===== src/i2cm_pkg.sv =====
// ----------------------------------------------------------------------------
// I2C master bit sequencer package
// Shared types, command codes, sequencer phases and tick timings.
// ----------------------------------------------------------------------------
package i2cm_pkg;

  localparam int unsigned TimeoutWidth = 12;

  // Reset value of the acknowledge timeout register, in ticks.
  localparam logic [TimeoutWidth-1:0] AckTimeoutReset = 12'd2500;

  // Tick counts are loaded as duration minus one.
  localparam logic [TimeoutWidth-1:0] WaitStart = 12'd3;
  localparam logic [TimeoutWidth-1:0] WaitStop  = 12'd3;
  localparam logic [TimeoutWidth-1:0] WaitTwo   = 12'd1;
  localparam logic [TimeoutWidth-1:0] WaitOne   = 12'd0;

  localparam logic [2:0] BitLast = 3'd7;

  typedef enum logic [2:0] {
    REQ_NONE  = 3'd0,
    REQ_START = 3'd1,
    REQ_STOP  = 3'd2,
    REQ_WRITE = 3'd3,
    REQ_READ  = 3'd4
  } req_e;

  typedef enum logic [3:0] {
    PH_IDLE    = 4'd0,
    PH_ST_A    = 4'd1,
    PH_ST_B    = 4'd2,
    PH_SP_A    = 4'd3,
    PH_SP_B    = 4'd4,
    PH_WR_SET  = 4'd5,
    PH_WR_HI   = 4'd6,
    PH_WR_LO   = 4'd7,
    PH_WA_REL  = 4'd8,
    PH_WA_HI   = 4'd9,
    PH_WA_POLL = 4'd10,
    PH_RD_LO   = 4'd11,
    PH_RD_HI   = 4'd12,
    PH_AK_LO   = 4'd13,
    PH_AK_HI   = 4'd14
  } phase_e;

  typedef struct packed {
    logic [2:0] req_type;
    logic [7:0] tx_byte;
    logic       ack_after_read;
    logic       sda_level;
  } in_item_t;

  typedef struct packed {
    logic       scl_level;
    logic       sda_release;
    logic       busy_res;
    logic       done_res;
    logic [7:0] rx_byte;
    logic       ack_missing;
    logic       cmd_rejected;
  } out_item_t;

endpackage


===== src/i2cm_in_reg.sv =====
// ----------------------------------------------------------------------------
// I2C master input register
// Holds one tick item until the sequencer consumes it.
// ----------------------------------------------------------------------------
module i2cm_in_reg import i2cm_pkg::*; (
  input  logic     clk_i,
  input  logic     rst_ni,
  input  logic     in_valid_i,
  output logic     in_stall_o,
  input  in_item_t in_item_i,
  input  logic     take_i,
  output logic     valid_o,
  output in_item_t item_o
);

  logic     valid_q, valid_d;
  in_item_t item_q;
  logic     accept;

  // A held item that is not consumed this cycle blocks the next transfer.
  assign in_stall_o = valid_q && !take_i;
  assign accept     = in_valid_i && !in_stall_o;
  assign valid_d    = accept || (valid_q && !take_i);

  always_ff @(posedge clk_i or negedge rst_ni) begin
    if (!rst_ni) begin
      valid_q <= 1'b0;
    end else begin
      valid_q <= valid_d;
    end
  end

  always_ff @(posedge clk_i) begin
    if (accept) begin
      item_q <= in_item_i;
    end
  end

  assign valid_o = valid_q;
  assign item_o  = item_q;

endmodule


===== src/i2cm_seq.sv =====
// ----------------------------------------------------------------------------
// I2C master sequencer core
// Phase state machine that advances by one tick per consumed item and
// computes the pin levels and status shown after that tick.
// ----------------------------------------------------------------------------
module i2cm_seq import i2cm_pkg::*; (
  input  logic                    clk_i,
  input  logic                    rst_ni,
  input  logic                    step_i,
  input  in_item_t                item_i,
  input  logic [TimeoutWidth-1:0] ack_timeout_i,
  output out_item_t               result_o
);

  phase_e                  phase_q, phase_d, enter_ph;
  logic [2:0]              bit_q, bit_d;
  logic [7:0]              shift_q, shift_d;
  logic [TimeoutWidth-1:0] wait_q, wait_d;
  logic                    scl_q, scl_d;
  logic                    sda_q, sda_d;
  logic [7:0]              rx_q, rx_d;
  logic                    nack_q, nack_d;
  logic                    ackc_q, ackc_d;
  logic                    enter_en;
  logic                    done;
  logic                    rejected;

  always_ff @(posedge clk_i or negedge rst_ni) begin
    if (!rst_ni) begin
      phase_q <= PH_IDLE;
      bit_q   <= '0;
      shift_q <= '0;
      wait_q  <= '0;
      scl_q   <= 1'b1;
      sda_q   <= 1'b1;
      rx_q    <= '0;
      nack_q  <= 1'b0;
      ackc_q  <= 1'b0;
    end else if (step_i) begin
      phase_q <= phase_d;
      bit_q   <= bit_d;
      shift_q <= shift_d;
      wait_q  <= wait_d;
      scl_q   <= scl_d;
      sda_q   <= sda_d;
      rx_q    <= rx_d;
      nack_q  <= nack_d;
      ackc_q  <= ackc_d;
    end
  end

  always_comb begin
    phase_d  = phase_q;
    bit_d    = bit_q;
    shift_d  = shift_q;
    wait_d   = wait_q;
    scl_d    = scl_q;
    sda_d    = sda_q;
    rx_d     = rx_q;
    nack_d   = nack_q;
    ackc_d   = ackc_q;
    done     = 1'b0;
    rejected = 1'b0;
    enter_en = 1'b0;
    enter_ph = PH_IDLE;

    if (phase_q == PH_IDLE) begin
      // Codes outside the command set count as no command.
      unique case (item_i.req_type)
        REQ_START: begin
          bit_d    = '0;
          enter_en = 1'b1;
          enter_ph = PH_ST_A;
        end
        REQ_STOP: begin
          bit_d    = '0;
          enter_en = 1'b1;
          enter_ph = PH_SP_A;
        end
        REQ_WRITE: begin
          bit_d    = '0;
          shift_d  = item_i.tx_byte;
          nack_d   = 1'b0;
          enter_en = 1'b1;
          enter_ph = PH_WR_SET;
        end
        REQ_READ: begin
          bit_d    = '0;
          shift_d  = '0;
          ackc_d   = item_i.ack_after_read;
          enter_en = 1'b1;
          enter_ph = PH_RD_LO;
        end
        default: begin
        end
      endcase
    end else begin
      rejected = (item_i.req_type != REQ_NONE);
      if (phase_q == PH_WA_POLL) begin
        if (!item_i.sda_level) begin
          scl_d   = 1'b0;
          nack_d  = 1'b0;
          phase_d = PH_IDLE;
          wait_d  = '0;
          done    = 1'b1;
        end else if (wait_q >= ack_timeout_i) begin
          // No acknowledge in time: close the bus with a stop.
          nack_d   = 1'b1;
          enter_en = 1'b1;
          enter_ph = PH_SP_A;
        end else begin
          wait_d = wait_q + 1'b1;
        end
      end else if (wait_q != '0) begin
        wait_d = wait_q - 1'b1;
      end else begin
        unique case (phase_q)
          PH_ST_A: begin
            enter_en = 1'b1;
            enter_ph = PH_ST_B;
          end
          PH_ST_B: begin
            scl_d   = 1'b0;
            phase_d = PH_IDLE;
            wait_d  = '0;
            done    = 1'b1;
          end
          PH_SP_A: begin
            enter_en = 1'b1;
            enter_ph = PH_SP_B;
          end
          PH_SP_B: begin
            phase_d = PH_IDLE;
            wait_d  = '0;
            done    = 1'b1;
          end
          PH_WR_SET: begin
            enter_en = 1'b1;
            enter_ph = PH_WR_HI;
          end
          PH_WR_HI: begin
            enter_en = 1'b1;
            enter_ph = PH_WR_LO;
          end
          PH_WR_LO: begin
            enter_en = 1'b1;
            if (bit_q != BitLast) begin
              bit_d    = bit_q + 1'b1;
              shift_d  = {shift_q[6:0], 1'b0};
              enter_ph = PH_WR_SET;
            end else begin
              enter_ph = PH_WA_REL;
            end
          end
          PH_WA_REL: begin
            enter_en = 1'b1;
            enter_ph = PH_WA_HI;
          end
          PH_WA_HI: begin
            phase_d = PH_WA_POLL;
            wait_d  = '0;
          end
          PH_RD_LO: begin
            enter_en = 1'b1;
            enter_ph = PH_RD_HI;
          end
          PH_RD_HI: begin
            enter_en = 1'b1;
            if (bit_q != BitLast) begin
              bit_d    = bit_q + 1'b1;
              enter_ph = PH_RD_LO;
            end else begin
              rx_d     = shift_q;
              enter_ph = PH_AK_LO;
            end
          end
          PH_AK_LO: begin
            enter_en = 1'b1;
            enter_ph = PH_AK_HI;
          end
          PH_AK_HI: begin
            scl_d   = 1'b0;
            phase_d = PH_IDLE;
            wait_d  = '0;
            done    = 1'b1;
          end
          default: begin
            phase_d = PH_IDLE;
            wait_d  = '0;
          end
        endcase
      end
    end

    // Entering a phase sets its pins and loads its duration. This runs after
    // the shift register update above, so a new write bit sees the shifted byte.
    if (enter_en) begin
      phase_d = enter_ph;
      unique case (enter_ph)
        PH_ST_A: begin
          scl_d  = 1'b1;
          sda_d  = 1'b1;
          wait_d = WaitStart;
        end
        PH_ST_B: begin
          sda_d  = 1'b0;
          wait_d = WaitStart;
        end
        PH_SP_A: begin
          scl_d  = 1'b0;
          sda_d  = 1'b0;
          wait_d = WaitStop;
        end
        PH_SP_B: begin
          scl_d  = 1'b1;
          sda_d  = 1'b1;
          wait_d = WaitStop;
        end
        PH_WR_SET: begin
          scl_d  = 1'b0;
          sda_d  = shift_d[7];
          wait_d = WaitTwo;
        end
        PH_WR_HI: begin
          scl_d  = 1'b1;
          wait_d = WaitTwo;
        end
        PH_WR_LO: begin
          scl_d  = 1'b0;
          wait_d = WaitTwo;
        end
        PH_WA_REL: begin
          sda_d  = 1'b1;
          wait_d = WaitOne;
        end
        PH_WA_HI: begin
          scl_d  = 1'b1;
          wait_d = WaitOne;
        end
        PH_RD_LO: begin
          scl_d  = 1'b0;
          sda_d  = 1'b1;
          wait_d = WaitTwo;
        end
        PH_RD_HI: begin
          // The data bit is sampled on the tick SCL rises.
          scl_d   = 1'b1;
          shift_d = {shift_d[6:0], item_i.sda_level};
          wait_d  = WaitOne;
        end
        PH_AK_LO: begin
          scl_d  = 1'b0;
          sda_d  = !ackc_d;
          wait_d = WaitTwo;
        end
        PH_AK_HI: begin
          scl_d  = 1'b1;
          wait_d = WaitTwo;
        end
        default: begin
          phase_d = PH_IDLE;
          wait_d  = WaitOne;
        end
      endcase
    end
  end

  assign result_o.scl_level    = scl_d;
  assign result_o.sda_release  = sda_d;
  assign result_o.busy_res     = (phase_d != PH_IDLE);
  assign result_o.done_res     = done;
  assign result_o.rx_byte      = rx_d;
  assign result_o.ack_missing  = nack_d;
  assign result_o.cmd_rejected = rejected;

endmodule


===== src/i2c_master_bit_sequencer.sv =====
// ----------------------------------------------------------------------------
// I2C master bit sequencer
// Drives SCL and SDA for start, stop, byte write with acknowledge polling and
// byte read, advancing one timebase tick per transfer on the input channel.
//
//   Channel  Handshake               Payload
//   input    in_valid_i/in_stall_o   in_item_i (in_item_t), one tick
//   result   out_valid_o/out_stall_i out_item_o (out_item_t), one per tick
//   config   cfg_we_i                cfg_wdata_i, acknowledge timeout
//
// A tick accepted into the input register is stepped through the sequencer
// logic, which moves its result into the output register; a tick can enter
// every cycle while the result side is not stalled. The phase state machine
// updates once per accepted tick.
// Reset returns the bus pins to released and the timeout to 2500 ticks.
// A stalled result holds the sequencer, and the input stalls only while its
// register holds a tick that cannot move on.
// ----------------------------------------------------------------------------
module i2c_master_bit_sequencer import i2cm_pkg::*; (
  input  logic                    clk_i,
  input  logic                    rst_ni,
  input  logic                    in_valid_i,
  output logic                    in_stall_o,
  input  in_item_t                in_item_i,
  output logic                    out_valid_o,
  input  logic                    out_stall_i,
  output out_item_t               out_item_o,
  input  logic                    cfg_we_i,
  input  logic [TimeoutWidth-1:0] cfg_wdata_i
);

  logic                    held_valid;
  in_item_t                held_item;
  logic                    step;
  logic                    out_free;
  out_item_t               result;
  logic                    out_valid_q, out_valid_d;
  out_item_t               out_item_q;
  logic [TimeoutWidth-1:0] ack_timeout_q;

  always_ff @(posedge clk_i or negedge rst_ni) begin
    if (!rst_ni) begin
      ack_timeout_q <= AckTimeoutReset;
    end else if (cfg_we_i) begin
      ack_timeout_q <= cfg_wdata_i;
    end
  end

  assign out_free = !out_valid_q || !out_stall_i;
  assign step     = held_valid && out_free;

  i2cm_in_reg u_in_reg (
    .clk_i      (clk_i),
    .rst_ni     (rst_ni),
    .in_valid_i (in_valid_i),
    .in_stall_o (in_stall_o),
    .in_item_i  (in_item_i),
    .take_i     (step),
    .valid_o    (held_valid),
    .item_o     (held_item)
  );

  i2cm_seq u_seq (
    .clk_i         (clk_i),
    .rst_ni        (rst_ni),
    .step_i        (step),
    .item_i        (held_item),
    .ack_timeout_i (ack_timeout_q),
    .result_o      (result)
  );

  assign out_valid_d = step || (out_valid_q && out_stall_i);

  always_ff @(posedge clk_i or negedge rst_ni) begin
    if (!rst_ni) begin
      out_valid_q <= 1'b0;
    end else begin
      out_valid_q <= out_valid_d;
    end
  end

  always_ff @(posedge clk_i) begin
    if (step) begin
      out_item_q <= result;
    end
  end

  assign out_valid_o = out_valid_q;
  assign out_item_o  = out_item_q;

  // A completed command always leaves the sequencer idle.
  a_done_not_busy: assert property (@(posedge clk_i) disable iff (!rst_ni)
    out_valid_o && out_item_o.done_res |-> !out_item_o.busy_res)
    else $error("done result reports busy");

  // The sequencer never overwrites a result that is still stalled.
  a_no_overwrite: assert property (@(posedge clk_i) disable iff (!rst_ni)
    step |-> !(out_valid_q && out_stall_i))
    else $error("sequencer stepped into a stalled output register");

  // The input side only stalls while a tick is held and the output is blocked.
  a_stall_cause: assert property (@(posedge clk_i) disable iff (!rst_ni)
    in_stall_o |-> held_valid && out_valid_q && out_stall_i)
    else $error("input stalled without a blocked output");

  // A pending tick moves into the output stage when the output is free.
  a_step_when_free: assert property (@(posedge clk_i) disable iff (!rst_ni)
    held_valid && out_free |=> out_valid_q)
    else $error("free output did not take a pending tick");

endmodule


===== config.mk =====
export PLATFORM = sky130hd
export DESIGN_NAME = i2c_master_bit_sequencer
export DESIGN_NICKNAME = d
export VERILOG_FILES = /design/src/i2cm_pkg.sv /design/src/i2cm_in_reg.sv /design/src/i2cm_seq.sv /design/src/i2c_master_bit_sequencer.sv
export SDC_FILE = /design/constraint.sdc
export NUM_CORES = 1
export LEC_CHECK = 0
export ABC_AREA = 0
export ABC_CLOCK_PERIOD_IN_PS = 3800
export BUFFER_PORTS_ARGS = -buffer_cell sky130_fd_sc_hd__buf_2
export CAP_MARGIN = 20
export CORE_MARGIN = 10
export CORE_UTILIZATION = 60
export DETAILED_ROUTE_END_ITERATION = 10
export HOLD_SLACK_MARGIN = 0.15
export PLACE_DENSITY = 0.9
export SYNTH_ARGS = -nofsm -noshare
export SYNTH_HDL_FRONTEND = slang
export SYNTH_SLANG_ARGS = --single-unit

===== constraint.sdc =====
create_clock -name clk_i -period 3.8 [get_ports clk_i]
set_input_delay 0.76 -clock clk_i [delete_from_list [all_inputs] [get_ports clk_i]]
set_output_delay 0.76 -clock clk_i [all_outputs]
set_load 0.01 [all_outputs]

# ---- Word level (Yosys, flattened, before mapping)
# Index checks and enable logic that the tools add are counted.
dict set report word_totals {
  reg_bits 80
  input_bits 30
  output_inout_bits 16
  word_cells 167
}
dict set report classes {
  add_sub_neg 3
  order_cmp 1
  eq_ne 38
  muxes 70
  n_reduce_logical 32
}
# cell count
set ops {}
lappend ops {{$mux W8} 12}
lappend ops {{$mux W12} 7}
lappend ops {{$eq A4 B4 Y1 const B} 13}
lappend ops {{$mux W4} 11}
lappend ops {{$pmux W4 S9} 1}
lappend ops {{$eq A4 B3 Y1 const B} 8}
lappend ops {{$mux W1} 25}
lappend ops {{$mux W3} 7}
lappend ops {{$eq A4 B2 Y1 const B} 4}
lappend ops {{$pmux W4 S4} 1}
lappend ops {{$pmux W8 S2} 1}
lappend ops {{$reduce_or A13 Y1} 1}
lappend ops {{$add A12 B1 Y12 const B} 1}
lappend ops {{$ge A12 B12 Y1} 1}
lappend ops {{$reduce_bool A12 Y1} 1}
lappend ops {{$reduce_or A4 Y1} 3}
lappend ops {{$reduce_or A6 Y1} 2}
lappend ops {{$sub A12 B1 Y12 const B} 1}
lappend ops {{$reduce_or A9 Y1} 1}
lappend ops {{$eq A4 B1 Y1 const B} 2}
lappend ops {{$pmux W4 S2} 1}
lappend ops {{$eq A3 B2 Y1 const B} 2}
lappend ops {{$ne A2 B1 Y1 const B} 3}
lappend ops {{$reduce_and A6 Y1} 1}
lappend ops {{other kinds (22)} 34}

# ---- Longest topological paths before layout
dict set report depth {
  word_depth 11
  mapped_depth 12
  depth_no_buf 10
}

# ---- By module
# Synthesis repeated with hierarchy kept, for this count alone.
dict set report unflattened {
  hier_cells 500
  area_unflattened_um2 4902.2
}
# mod instances cells_per_inst area_per_inst_um2 seq_area_each_um2
set modules_own_cells {}
lappend modules_own_cells {i2cm_seq 1 440 3503.4 978.4}
lappend modules_own_cells {i2c_master_bit_sequencer 1 42 950.9 752.0}
lappend modules_own_cells {i2cm_in_reg 1 18 447.9 415.4}

# ---- Least setup slack after synthesis
# OpenSTA, ideal clock, no wires.
dict set report synth_timing {
  path_type {register to register}
  startpoint {register ack_timeout_q[2]}
  endpoint {register u_seq.shift_q[2]}
  setup_ps 126
  arrival_time_ps 2733
  required_ps 3674
  setup_slack_ps 941
  stages_incl_launch_ff 12
  n_path_buf 1
  period_less_slack_ps 2859
  path_cell_list {dfstp_2 -> inv_1 -> ha_1 -> a21oi_1 -> o21ai_0 -> a221oi_1 -> o21ai_0 -> o21a_1 -> or4b_1 -> buf_2 -> and2_1 -> a221o_1}
}
dict set report synth_via {
  elab_chain_len 8
  elab_cells_between_ends 12
  classes_between {order compare: 1; eq/ne: 1; mux: 10}
}
# item line
set synth_lines {}
lappend synth_lines {{start: declaration} i2c_master_bit_sequencer.sv:39} ;# logic [TimeoutWidth-1:0] ack_timeout_q;
lappend synth_lines {{start signal: assignment} i2c_master_bit_sequencer.sv:43} ;# ack_timeout_q <= AckTimeoutReset;
lappend synth_lines {{start signal: assignment} i2c_master_bit_sequencer.sv:45} ;# ack_timeout_q <= cfg_wdata_i;
lappend synth_lines {{$ge A12 B12 Y1 *} i2cm_seq.sv:106} ;# end else if (wait_q >= ack_timeout_i) begin
lappend synth_lines {{$mux W2} i2cm_seq.sv:106}
lappend synth_lines {{$mux W4} i2cm_seq.sv:100} ;# if (!item_i.sda_level) begin
lappend synth_lines {{$mux W4} i2cm_seq.sv:99} ;# if (phase_q == PH_WA_POLL) begin
lappend synth_lines {{$mux W4} i2cm_seq.sv:67} ;# if (phase_q == PH_IDLE) begin
lappend synth_lines {{$eq A4 B4 Y1} i2cm_seq.sv:199} ;# unique case (enter_ph)
lappend synth_lines {{$mux W8} i2cm_seq.sv:199}
lappend synth_lines {{$mux W8 *} i2cm_seq.sv:197} ;# if (enter_en) begin
lappend synth_lines {{end signal: assignment} i2cm_seq.sv:42} ;# shift_q <= shift_d;
lappend synth_lines {{end: declaration} i2cm_seq.sv:17} ;# logic [7:0] shift_q, shift_d;
# Mark *: on every way between the ends. The rest lies on a longest branch, timed or not.
# A chain may end at the register's enable or synchronous reset.

# ---- Worst setup path in the final report
dict set report layout_timing {
  startpoint {register ack_timeout_q[2]}
  endpoint {register u_seq.shift_q[3]}
}
# Same word-level chain as after synthesis.

==> impl_metrics.yaml <==
timing:
  finalCritPeriodShare: 0.8649
  slew_headroom: 0.4620
  worst_slew_pin_slew_ns: 0.8071
  setup_viol: 0
  report.final.slew_viol_count: 0
  tns_ns: 0
  finalHoldViolCount: 0
  clock.fmax_mhz: 304.2
  rsz0062_at_grt: "false"
  post-route-min-period_ns: 3.287
  fin_skew_ns: 0.01205
yosys:
  synthCells: 511
  synth_ff_type: "dfrtp_1"
  ys_warn_count: 0
  synthesis.nets: 557
  synth-seq-cells: 80
  ys_seq_area_frac: 0.4573
  synth_cell_types: 67
  synth_edf_count: 27
  async_flop_share: 0.6625
  avgSynthCellArea_um2: 9.182
  synth_area_um2: 4692
power_and_ir_drop:
  clkPwrFrac: 0.173
  power.share.sequential: 0.402
  vdd_drop_max_uv: 474.3
  switchingPower_w: 0.001545
  combPwrFrac: 0.425
  power.density_nw_per_um2: 682.8
  power.share.switching: 0.4387
  p_int_w: 0.001977
  power.leakage_nw: 2.200
  total_power_w: 0.003522
clock_tree:
  cts_buffers: 9
  cts_buffer_depth: 2
  cts-hold-fix-buffers: 0
  clock_latency_ns: 0.36
  post_cts_buffers: 0
  clock-root-buffer: "clkbuf_8"
  clock_sinks: 80
  cts_tree: "built"
  htree_levels: 3
  cts_resized: 0
  clk_pin_slew_ns: 0.09
global_routing:
  grt_pass1_vias: 3904
  grt_max_degree: 38
  grt-ovfl-total: 0
  track_usage: 0.2041
  antenna_found_initial: 0
  grt_pass1_wl_um: 19640
floorplan:
  die_y_um: 108.4
  row_count: 32
  dieArea_um2: 11760
  ios: 46
  initial_core_util: 0.6135
  die_x_um: 108.4
  coreArea_um2: 7647
drt:
  top_layer: "met4"
  dr_total_vias: 4150
  drt_iter0_drc: 410
  wl_per_cell_um: 18.46
  drtAntennaViolNets: 0
  viasPerCell: 6.404
  drcViolationCount: 0
  met3WireLength_um: 950
  firstDrtPassIters: 5
  totalWireLength_um: 11970
  dr_wl_met2_um: 5541
  met1_length_um: 5176
outcome:
  status: "completed"
cells_and_area:
  layout.nets: 587
  fillCellCount: 599
  diodes: 0
  final_cell_mix: "nand2_1, dfrtp_1, buf_2, o21ai_0, nor2_1"
  layout_commonest_cell: "nand2_1"
  drive_gt1_frac: 0.1795
  synthToLayoutAreaGrowth_pct: 9.947
job:
  drv_cap: 0
place:
  gp_congestion: 0.9728
  dp_hpwl_um: 8658
  io_buffers: 45
worst_setup_path:
  crit_type: "register to register"
  worstPathArrival_ns: 3.54
  crit_fanout: 8
  critPathLaunch: "ack_timeout_q[2]"
  worstSetupStartpointType: "register"
  required_ns: 4.05
  r2r_cells: 10
  endpoint_kind: "register"
  reg2reg_from: "ack_timeout_q[2]"
worst_hold_path:
  hp-class: "primary input to async pin"
sequential cells by signal, indices dropped and copies added, names as in the netlist, 3 cells and up:
signal,cells
u_seq.rx_q,8
ack_timeout_q,12
u_seq.wait_q,12
u_seq.bit_q,3
u_seq.shift_q,8
u_in_reg.item_o,13
out_item_o,14
u_seq.phase_q,4
power groups by stage:
| stage | Sequential [W] | Clock, W | Combinational (W) |
|---|---|---|---|
| 2_1_floorplan | 0.00126 | 0 | 0.00121 |
| 3_3_place_gp | 0.00140 | 0 | 0.00141 |
| 3_5_place_dp | 0.00142 | 0 | 0.00146 |
| 4_1_cts | 0.00140 | 0.000608 | 0.00147 |
| 5_1_grt | 0.00145 | 0.000637 | 0.00166 |
| 6_report | 0.00142 | 0.000608 | 0.00150 |
logic make-up after synthesis:
family          Yosys count  synth area share
xor+xnor                  2          0.003734
compound gates          140            0.1960
flops                    80            0.4573
mux                      15           0.03467
buf+inv                  52           0.04400
simple gates            206            0.2216
fa+ha+maj                16           0.04267
path summary, 6_finish.rpt:
kind / end / slack [ns]
setup / recovery: u_seq.shift_q[3] / 0.51
hold / removal: ack_timeout_q[3] / 0.48
setup reg to reg: u_seq.shift_q[3] / 0.51
hold reg to reg: u_seq.rx_q[3] / 0.49
max in group asynchronous: u_seq.scl_q / 2.48
min in group clk_i: u_seq.rx_q[3] / 0.49
worst max-delay path: stages (launching register included):
cell      delay [ns]
dfstp_2         0.52
inv_1           0.04
ha_1            0.30
a21oi_1         0.13
o21ai_0         0.12
a221oi_1        0.48
o21ai_0         0.19
o21a_1          0.32
or4b_1          0.61
and2_1          0.20
a221o_1         0.27
cells in the mapped netlist, types with 6 or more instances:
library cell | count | area (um^2)
nor2_1 | 35 | 131.4
a221o_1 | 9 | 90.09
and2_1 | 7 | 43.79
nand2_1 | 90 | 337.8
ha_1 | 16 | 200.2
o21ai_0 | 44 | 220.2
a21oi_1 | 24 | 120.1
edfxtp_1 | 27 | 810.8
dfstp_2 | 7 | 183.9
inv_1 | 17 | 63.81
a21o_1 | 6 | 45.04
a31oi_1 | 9 | 56.30
buf_2 | 9 | 45.04
nand2b_1 | 8 | 50.05
dfrtp_1 | 46 | 1151
nand3_1 | 8 | 40.04
clkbuf_1 | 24 | 90.09
nor3_1 | 8 | 40.04
mux2_2 | 10 | 112.6
metal layers:
metal | up-vias | global-route usage
met5 | - | 0
met4 | 0 | 0.07439
met3 | 27 | 0.02855
met2 | 241 | 0.3319
met1 | 1954 | 0.2718
li1 | 1928 | -
metrics by stage:
| step | hold WS, ns | worst slack [ns] | util | area [um^2] | cells |
|---|---|---|---|---|---|
| after floorplan | 0.4393 | 0.9411 | - | 4692 | 511 |
| after global placement | 0.4516 | 0.6343 | 0.6499 | 4970 | 632 |
| after detailed placement | 0.4613 | 0.5537 | 0.6499 | 4970 | 632 |
| after CTS | 0.4862 | 0.5437 | 0.6746 | 5159 | 648 |
| after global routing | 0.5216 | 0.2984 | 0.6746 | 5159 | 648 |
| final | 0.4818 | 0.5132 | 0.6746 | 5159 | 648 |
area by class of cell:
cell class	count	area, um^2	area share
inverters	17	63.81	0.01237
well taps	102	127.6	0.02474
repair buffers	54	292.8	0.05675
multi-input cells	379	2340	0.4536
clock inverters	6	51.30	0.009944
flip-flops and latches	80	2146	0.4160
clock buffers	10	137.6	0.02668
Power figures use the tool's default switching activity.
